`src/design/bisu_pkg.sv`:
```
`default_nettype none

package bisu_pkg;

   localparam int NUM_CH      = 4;
   localparam int CHUNK_BYTES = 8;
   localparam int POS_W       = $clog2(CHUNK_BYTES);
   localparam int SAMPLE_W    = 16;
   localparam int OFFSET_W    = 16;
   localparam int FACTOR_W    = 24;
   localparam int VALUE_W     = 40;
   localparam int CLIP_W      = 6;
   localparam int CSR_INDEX_W = 4;
   localparam int CSR_DATA_W  = 24;

   localparam logic [CLIP_W-1:0]   CLIP_LOW   = 6'd7;
   localparam logic [CLIP_W-1:0]   CLIP_HIGH  = 6'd56;
   localparam logic [SAMPLE_W-1:0] PREV_RESET = 16'h8000;
   localparam logic [FACTOR_W-1:0] FACTOR_ONE = 24'h01_0000;
   localparam logic [POS_W-1:0]    LAST_POS   = POS_W'(CHUNK_BYTES - 1);

   typedef enum logic [CSR_INDEX_W-1:0] {
      CSR_OFFSET_CH0 = 4'd0,
      CSR_OFFSET_CH1 = 4'd1,
      CSR_OFFSET_CH2 = 4'd2,
      CSR_OFFSET_CH3 = 4'd3,
      CSR_FACTOR_CH0 = 4'd4,
      CSR_FACTOR_CH1 = 4'd5,
      CSR_FACTOR_CH2 = 4'd6,
      CSR_FACTOR_CH3 = 4'd7
   } csr_index_type;

   typedef logic [SAMPLE_W-1:0]        sample_type;
   typedef logic signed [VALUE_W-1:0]  value_type;
   typedef logic signed [FACTOR_W-1:0] factor_type;

endpackage

`default_nettype wire

```
`src/design/bisu_lane.sv`:
```
`default_nettype none

module bisu_lane
   import bisu_pkg::*;
(
   input  wire logic                clock,
   input  wire logic                reset,
   input  wire logic                load,
   input  wire sample_type          sample,
   input  wire logic [OFFSET_W-1:0] offset,
   input  wire factor_type          factor,
   output value_type                value
);

   sample_type                   prev_ff;
   sample_type                   prev_in;
   value_type                    value_ff;
   value_type                    value_in;
   logic                         clipped;
   logic signed [SAMPLE_W:0]     diff;
   logic signed [SAMPLE_W+FACTOR_W:0] prod;

   // clip mark in the low six bits: fall back to the last good sample
   always_comb begin
      clipped  = (sample[CLIP_W-1:0] == CLIP_LOW) || (sample[CLIP_W-1:0] == CLIP_HIGH);
      prev_in  = clipped ? prev_ff : sample;
      diff     = $signed({1'b0, prev_in}) - $signed({1'b0, offset});
      prod     = diff * factor;
      value_in = prod[VALUE_W-1:0];
   end

   always_ff @(posedge clock) begin
      if (reset) begin
         prev_ff <= PREV_RESET;
      end else if (load) begin
         prev_ff <= prev_in;
      end
   end

   always_ff @(posedge clock) begin
      if (load) begin
         value_ff <= value_in;
      end
   end

   assign value = value_ff;

endmodule

`default_nettype wire

```
`src/design/bit_interleaved_sample_unpacker_core.sv`:
```
// channel | direction | handshake            | payload
// req     | in        | req_valid/req_stall  | req_data_byte[7:0]
// rsp     | out       | rsp_valid/rsp_stall  | rsp_value_ch0..3[39:0], signed q.16
// csr     | in        | csr_valid/csr_ready  | csr_index[3:0], csr_wdata[23:0]
//
// one byte is taken every cycle while req_stall is low; the eighth byte of a
// chunk completes it, and the result passes the sample register, then
// clip repair, offset subtract and 17x24 multiply into the output register
// reset (synchronous) clears byte position, valids, offsets, sets factors to 1.0
// and previous samples to 32768
// req_stall rises only while a finished chunk waits and the output is stalled

`default_nettype none

module bit_interleaved_sample_unpacker_core
   import bisu_pkg::*;
(
   input  wire logic                   clock,
   input  wire logic                   reset,

   input  wire logic                   req_valid,
   output logic                        req_stall,
   input  wire logic [7:0]             req_data_byte,

   output logic                        rsp_valid,
   input  wire logic                   rsp_stall,
   output value_type                   rsp_value_ch0,
   output value_type                   rsp_value_ch1,
   output value_type                   rsp_value_ch2,
   output value_type                   rsp_value_ch3,

   input  wire logic                   csr_valid,
   output logic                        csr_ready,
   input  wire logic [CSR_INDEX_W-1:0] csr_index,
   input  wire logic [CSR_DATA_W-1:0]  csr_wdata
);

   // configuration registers
   logic [OFFSET_W-1:0] offset_ff [NUM_CH];
   factor_type          factor_ff [NUM_CH];

   // byte position within the chunk and gathered bit pairs
   logic [POS_W-1:0]    pos_ff;
   sample_type          partial_ff [NUM_CH];
   sample_type          partial_in [NUM_CH];

   // completed chunk waiting for the lanes
   sample_type          chunk_ff [NUM_CH];
   sample_type          chunk_in [NUM_CH];
   logic                chunk_valid_ff;
   logic                chunk_valid_in;

   logic                rsp_valid_ff;
   logic                rsp_valid_in;

   logic                req_accept;
   logic                chunk_done;
   logic                out_free;
   logic                advance;
   value_type           lane_value [NUM_CH];

   assign csr_ready = 1'b1;

   // offsets and factors; indexes past the list are dropped
   always_ff @(posedge clock) begin
      if (reset) begin
         for (int c = 0; c < NUM_CH; c++) begin
            offset_ff[c] <= '0;
            factor_ff[c] <= FACTOR_ONE;
         end
      end else if (csr_valid && csr_ready) begin
         case (csr_index)
            CSR_OFFSET_CH0: offset_ff[0] <= csr_wdata[OFFSET_W-1:0];
            CSR_OFFSET_CH1: offset_ff[1] <= csr_wdata[OFFSET_W-1:0];
            CSR_OFFSET_CH2: offset_ff[2] <= csr_wdata[OFFSET_W-1:0];
            CSR_OFFSET_CH3: offset_ff[3] <= csr_wdata[OFFSET_W-1:0];
            CSR_FACTOR_CH0: factor_ff[0] <= csr_wdata[FACTOR_W-1:0];
            CSR_FACTOR_CH1: factor_ff[1] <= csr_wdata[FACTOR_W-1:0];
            CSR_FACTOR_CH2: factor_ff[2] <= csr_wdata[FACTOR_W-1:0];
            CSR_FACTOR_CH3: factor_ff[3] <= csr_wdata[FACTOR_W-1:0];
            default: ;
         endcase
      end
   end

   // handshake: output register frees when empty or taken this cycle
   assign out_free   = !rsp_valid_ff || !rsp_stall;
   assign advance    = chunk_valid_ff && out_free;
   assign req_stall  = chunk_valid_ff && !out_free;
   assign req_accept = req_valid && !req_stall;
   assign chunk_done = req_accept && (pos_ff == LAST_POS);

   // bit placement: byte i carries bit pair 15-2i/14-2i, so slot 7-i = ~pos
   // low nibble gives the upper bit of the pair, high nibble the lower
   always_comb begin
      for (int c = 0; c < NUM_CH; c++) begin
         partial_in[c] = partial_ff[c];
         partial_in[c][{~pos_ff, 1'b0} +: 2] = {req_data_byte[3-c], req_data_byte[7-c]};
         // eighth byte fills the last pair directly into the chunk register
         chunk_in[c] = {partial_ff[c][SAMPLE_W-1:2], req_data_byte[3-c], req_data_byte[7-c]};
      end
   end

   assign chunk_valid_in = chunk_done || (chunk_valid_ff && !advance);
   assign rsp_valid_in   = advance || (rsp_valid_ff && rsp_stall);

   always_ff @(posedge clock) begin
      if (reset) begin
         pos_ff         <= '0;
         chunk_valid_ff <= 1'b0;
         rsp_valid_ff   <= 1'b0;
      end else begin
         if (req_accept) begin
            pos_ff <= pos_ff + 1'b1;
         end
         chunk_valid_ff <= chunk_valid_in;
         rsp_valid_ff   <= rsp_valid_in;
      end
   end

   // sample payload, no reset needed
   always_ff @(posedge clock) begin
      if (req_accept) begin
         partial_ff <= partial_in;
      end
      if (chunk_done) begin
         chunk_ff <= chunk_in;
      end
   end

   // one lane per channel: clip repair, offset, scale, output register
   for (genvar g = 0; g < NUM_CH; g++) begin : g_lane
      bisu_lane u_lane (
         .clock  (clock),
         .reset  (reset),
         .load   (advance),
         .sample (chunk_ff[g]),
         .offset (offset_ff[g]),
         .factor (factor_ff[g]),
         .value  (lane_value[g])
      );
   end

   assign rsp_valid     = rsp_valid_ff;
   assign rsp_value_ch0 = lane_value[0];
   assign rsp_value_ch1 = lane_value[1];
   assign rsp_value_ch2 = lane_value[2];
   assign rsp_value_ch3 = lane_value[3];

endmodule

`default_nettype wire

```
`config.mk`:
```
export PLATFORM = sky130hd
export DESIGN_NAME = bit_interleaved_sample_unpacker_core
export DESIGN_NICKNAME = d
export VERILOG_FILES = /design/src/design/bisu_pkg.sv /design/src/design/bisu_lane.sv /design/src/design/bit_interleaved_sample_unpacker_core.sv
export SDC_FILE = /design/constraint.sdc
export NUM_CORES = 2
export LEC_CHECK = 0
export BUFFER_PORTS_ARGS = -buffer_cell sky130_fd_sc_hd__clkbuf_2
export CAP_MARGIN = 20
export CORE_MARGIN = 3
export CORE_UTILIZATION = 40
export DETAILED_ROUTE_END_ITERATION = 7
export HOLD_SLACK_MARGIN = 0.06
export PLACE_DENSITY = 0.55
export SYNTH_ARGS = -nofsm -noshare
export SYNTH_HDL_FRONTEND = slang
export SYNTH_HIERARCHICAL = 1
export SYNTH_SLANG_ARGS = --single-unit
```
`constraint.sdc`:
```
create_clock -name clock -period 22.5 [get_ports clock]
set_input_delay 4.5 -clock clock [delete_from_list [all_inputs] [get_ports clock]]
set_output_delay 4.5 -clock clock [all_outputs]
set_load 0.02 [all_outputs]
```
# == Word level (Yosys, flattened, before mapping) ==
# Memory sizes are Yosys's and may differ from the RTL's.
# Cells that the tools add are included.
# op_classes
addsub,6
mul,4
eq_ne,16
shifts,5
mux,50
bitwise_logic,9
reduce_logical,19
# ops
cell,n
multiplier 17 x 24 -> 40 bit,4
two-way mux 16 bit,8
two-way mux 24 bit,4
subtractor 16 x 16 -> 17 bit,4
bitwise mux 16 bit,4
variable part select 2 x 6 -> 16 bit,4
two-way mux 1 bit,34
== test 6 x 3 -> 1 bit (second input constant),4
== test 6 bit (second input constant),4
== test 4 x 3 -> 1 bit (second input constant),4
variable shift 2 x 6 -> 16 bit (first input constant),1
== test 4 x 2 -> 1 bit (second input constant),2
bitwise OR 1 bit,8
logical OR 1 bit,7
logical AND 1 bit,6
negation 4 -> 6 bit,1
logical NOT 1 bit,5
== test 4 x 1 -> 1 bit (second input constant),1
logical NOT 4 bit,1
adder 3 x 1 -> 3 bit (second input constant),1
== test 3 bit (second input constant),1
NOT 3 bit,1
# totals
register_bits,357
ramBits,160
in_bits,41
output_inout_bits,163
word_cells,130
mem_count,2
# mem_list
name,words,word_bits,read_ports,rd_ports_with_merged_regs,write_ports,line_no,rtl
factor_ff,4,24,4,0,4,bit_interleaved_sample_unpacker_core.sv:40,factor_type factor_ff [NUM_CH];
offset_ff,4,16,4,0,4,bit_interleaved_sample_unpacker_core.sv:39,logic [OFFSET_W-1:0] offset_ff [NUM_CH];

# == Depth between registers and ports, before layout ==
# logic_depth
word_depth,8
mapped_depth,38
depth_no_buf,36

# == By module ==
# Netlist, hierarchy kept.
# by_module_without_submodules
mod,instances,cells_per_inst,area_each_um2
bisu_lane (g_lane[1].u_lane ...),2,1835,17067.6
bisu_lane (g_lane[0].u_lane),1,1866,17189.0
bisu_lane (g_lane[3].u_lane),1,1806,16923.7
bit_interleaved_sample_unpacker_core,1,585,10396.2

# == Worst setup path before layout ==
# OpenSTA, ideal clock, no wires.
# synth_path
kind,in2reg
startpoint,input rsp_stall
endpoint,register g_lane[0].u_lane.prev_ff[10]
arrival_time_ns,17.579
t_required_ns,22.372
slack_ns,4.793
path_stages,5
path_cell_list,a21boi_0 -> buf_1 -> buf_1 -> mux2i_1 -> nor2_1
# synth_between
elab_chain_cells,3
# synth_lines
element,line_no,rtl
"start, declared",bit_interleaved_sample_unpacker_core.sv:26,"input wire logic rsp_stall,"
logical NOT 1 bit,bit_interleaved_sample_unpacker_core.sv:87,assign out_free = !rsp_valid_ff || !rsp_stall;
logical OR 1 bit,bit_interleaved_sample_unpacker_core.sv:87,
logical AND 1 bit,bit_interleaved_sample_unpacker_core.sv:88,assign advance = chunk_valid_ff && out_free;
"end signal, assigned",bisu_lane.sv:36,prev_ff <= prev_in;
"end, declared",bisu_lane.sv:15,sample_type prev_ff;
# No other way between the ends.
# A chain may end at the register's enable or synchronous reset.

# == Worst setup path after layout ==
# layout_path
startpoint,register chunk_ff[53] in the netlist's numbering
endpoint,register g_lane[0].u_lane.value_ff[39] (data pin)
# layout_between
elab_chain_cells,5
# layout_lines
element,line_no,rtl
"start, declared",bit_interleaved_sample_unpacker_core.sv:48,sample_type chunk_ff [NUM_CH];
"start signal, assigned",bit_interleaved_sample_unpacker_core.sv:127,chunk_ff <= chunk_in;
== test 6 x 3 -> 1 bit / == test 6 bit (equally long branches),bisu_lane.sv:25,clipped = (sample[CLIP_W-1:0] == CLIP_LOW) || (sample[CLIP_W-1:0] == CLIP_HIGH);
logical OR 1 bit *,bisu_lane.sv:25,
two-way mux 16 bit *,bisu_lane.sv:26,prev_in = clipped ? prev_ff : sample;
net g_lane[0].u_lane.prev_in[2],bisu_lane.sv:16,sample_type prev_in;
subtractor 16 x 16 -> 17 bit *,bisu_lane.sv:27,"diff = $signed({1'b0, prev_in}) - $signed({1'b0, offset});"
multiplier 17 x 24 -> 40 bit *,bisu_lane.sv:28,prod = diff * factor;
net g_lane[0].u_lane.prod[39],bisu_lane.sv:21,logic signed [SAMPLE_W+FACTOR_W:0] prod;
"end signal, assigned",bisu_lane.sv:42,value_ff <= value_in;
"end, declared",bisu_lane.sv:17,value_type value_ff;
# The timed path passes the listed nets; every way through them passes the cells marked *.

==> impl_metrics.py <==
metrics = {
    "setup_path": {
        "crit_slowest_cell": "or3_1",
        "worstSetupPathType": "reg2reg",
        "critPathBufInv": 3,
        "crit_fanout": 25,
        "crit_family": "adder cells",
        "crit_top_cell": "fa_1",
        "cp-start-kind": "flop",
        "cp_data_required_time_ns": 22.90,
        "max_stage_delay_ns": 0.74,
        "arrival_ns": 11.14,
        "endpoint_kind": "flop",
    },
    "cells_and_area": {
        "seq_area_sq_um": 14600,
        "syn2layout_area_growth_pct": 8.51,
        "layout.nets": 10100,
        "fillCellCount": 18800,
        "drive_above_1_share_pct": 7.53,
        "multiInputGateArea_sq_um": 56300,
    },
    "yosys": {
        "synth_top_cell_area_share_pct": 40.3,
        "ys_seq_elements": 509,
        "mappedNetlistArea_sq_um": 78600,
        "synth_common_cells": "inv_1, fa_1, nand2_1, and2_1, ha_1",
        "synth_top_cell_by_area": "fa_1",
        "synth-edff-count": 440,
        "synth_area_leaders": "fa_1, edfxtp_1, inv_1",
        "syn_inst": 7927,
        "synth.distinct_cells": 97,
        "synth_nets": 10000,
        "ys_seq_area_share_pct": 18.6,
        "synth_area_per_cell_sq_um": 9.92,
        "synth_flop_cell": "edfxtp_1",
        "postSynth.asyncResetShare_pct": 0,
        "yosysMostFrequentCell": "inv_1",
        "ys_warn_count": 6,
    },
    "clock_tree": {
        "insertion_delay_ns": 0.66,
        "cts_tree": "done",
        "path_clk_slew_ns": 0.06,
        "cts_resized": 0,
        "cts_hold_buf": 0,
        "cts_buffer_depth": 3,
        "cts_buffers": 69,
        "cts_setup_buffers": 0,
        "htreeDepth": 3,
        "cts_sinks": 509,
        "clock-root-buffer": "clkbuf_16",
    },
    "sta": {
        "worst_pin_slew_ns": 1.13,
        "fin_crit_ns": 10.74,
        "clock_skew_ns": 0.0332,
        "slew_headroom_pct": 25.0,
        "max_freq_mhz": 93.1,
        "drv_slew": 0,
        "tns_ns": 0,
        "fin_crit_sh_pct": 47.7,
        "setup_viol": 0,
        "hold_viol_final": 0,
        "rsz0062_at_grt": "no",
    },
    "route": {
        "drt_drc_violations_left": 0,
        "drt_iter0_drc": 2995,
        "viasPerCell": 4.93,
        "wirelength_um": 198000,
        "dr_total_vias": 52800,
        "ant_nets": 0,
        "firstDrtPassIters": 7,
        "wl_per_cell_um": 18.5,
    },
    "place": {
        "portBuffers": 202,
        "dp_hpwl_um": 154000,
        "gp_congestion": 0.834,
    },
    "global_routing": {
        "grt_pass1_vias": 58000,
        "antenna_found_initial": 35,
        "overflow": 0,
        "grt_max_degree": 76,
        "grt_pass1_wl_um": 324000,
        "grt.total_usage_pct": 20.3,
    },
    "floorplanning": {
        "rows": 162,
        "die_h_um": 449,
        "core_area_sq_um": 195000,
        "start_util_pct": 40.3,
        "die_area_sq_um": 202000,
        "die_w_um": 449,
        "io_pins": 204,
    },
    "run": {
        "cap_violations": 0,
    },
    "run_status": {
        "status": "complete, no violations",
    },
    "worst_hold_path": {
        "hp-class": "reg2reg",
    },
}
[registers in the layout, summed over array words and instances (netlist names)]
signal	cells
g_lane.u_lane/value	160
offset_ff	64
chunk_in	56
chunk_valid_ff	1
chunk_ff	64
rsp_valid	1
pos_ff	3
g_lane.u_lane/prev_ff	64
factor_ff	96
[kinds of logic (layout without fill, tap and decap cells)]
| kind of cell | count (synthesis) | after routing | synth area share (%) |
|---|---|---|---|
| simple gates | 2338 | 2338 | 14.6 |
| buf+inv | 2160 | 2307 | 10.4 |
| fa+ha+maj | 2042 | 2042 | 47.6 |
| compound gates | 547 | 547 | 4.96 |
| flops | 509 | 509 | 18.6 |
| xor+xnor | 215 | 215 | 2.39 |
| mux | 115 | 115 | 1.55 |
| other cells | 1 | 20 | 0.00477 |
[worst register-to-register path, delay by kind of cell (launching register included)]
kind / cells / cell delay (ns)
fa+ha+maj: 8 / 3.82
buf+inv: 3 / 0.36
flops: 1 / 0.41
mux: 2 / 0.61
compound gates: 10 / 2.62
simple gates: 7 / 2.41
xor+xnor: 2 / 0.25
[metrics by stage]
stage / std cells / setup WS, ns / instance area (sq um) / utilization [%] / hold WS, ns
floorplan: 7927 / 4.79 / 78600 / - / 0.400
global placement: 10600 / 11.91 / 83000 / 42.5 / 0.402
detailed placement: 10600 / 11.87 / 83000 / 42.5 / 0.405
CTS: 10700 / 11.84 / 85200 / 43.7 / 0.405
global route: 10700 / 11.22 / 85300 / 43.7 / 0.417
finish: 10700 / 11.76 / 85300 / 43.7 / 0.411
[cell type report]
class                           instances  share of cell area [%]
Sequential cell                       509                    17.1
Timing Repair Buffer                  303                    2.11
Inverter                             1881                    8.27
Clock buffer                           88                    2.22
Antenna cell                           19                  0.0557
Tap cell                             2624                    3.85
Multi-Input combinational cell       5258                    66.0
Clock inverter                         35                   0.421
[final timing paths]
check,start,end,slack [ns],cells past startpoint
setup / recovery,chunk_ff[53],g_lane[0].u_lane/value[39],11.76,32
hold / removal,chunk_in[62],chunk_ff[62],0.41,0
setup reg to reg,chunk_ff[53],g_lane[0].u_lane/value[39],11.76,32
hold reg to reg,chunk_in[62],chunk_ff[62],0.41,0
[per-layer routing]
layer	global-route usage (%)	part of all wire, %	routed length (um)
met2	35.8	51	101000
met4	6.00	2.9	5660
met1	26.2	42	82700
met5	0	0	0
met3	2.37	4.5	8930
[cells in the final DEF, fill, tap and decap left out, types with 24 or more instances in the layout]
master and n:
dfxtp_1 69, nor2_1 251, inv_1 1879, xnor2_1 134, clkbuf_2 202, a21o_1 74
buf_4 98, fa_1 1584, nand2b_1 24, mux2_2 57, o21ai_0 66, nor2b_1 121
o21a_1 38, a211oi_1 27, mux2i_1 58, nand3_1 29, xor2_1 42, ha_1 458
and2_1 704, nor3_1 39, nand2_1 1033, edfxtp_1 440, clkbuf_16 71, a21oi_1 138
Power is not shown: default switching activity piles up to over one toggle a cycle in this logic, so the estimate is an artifact.
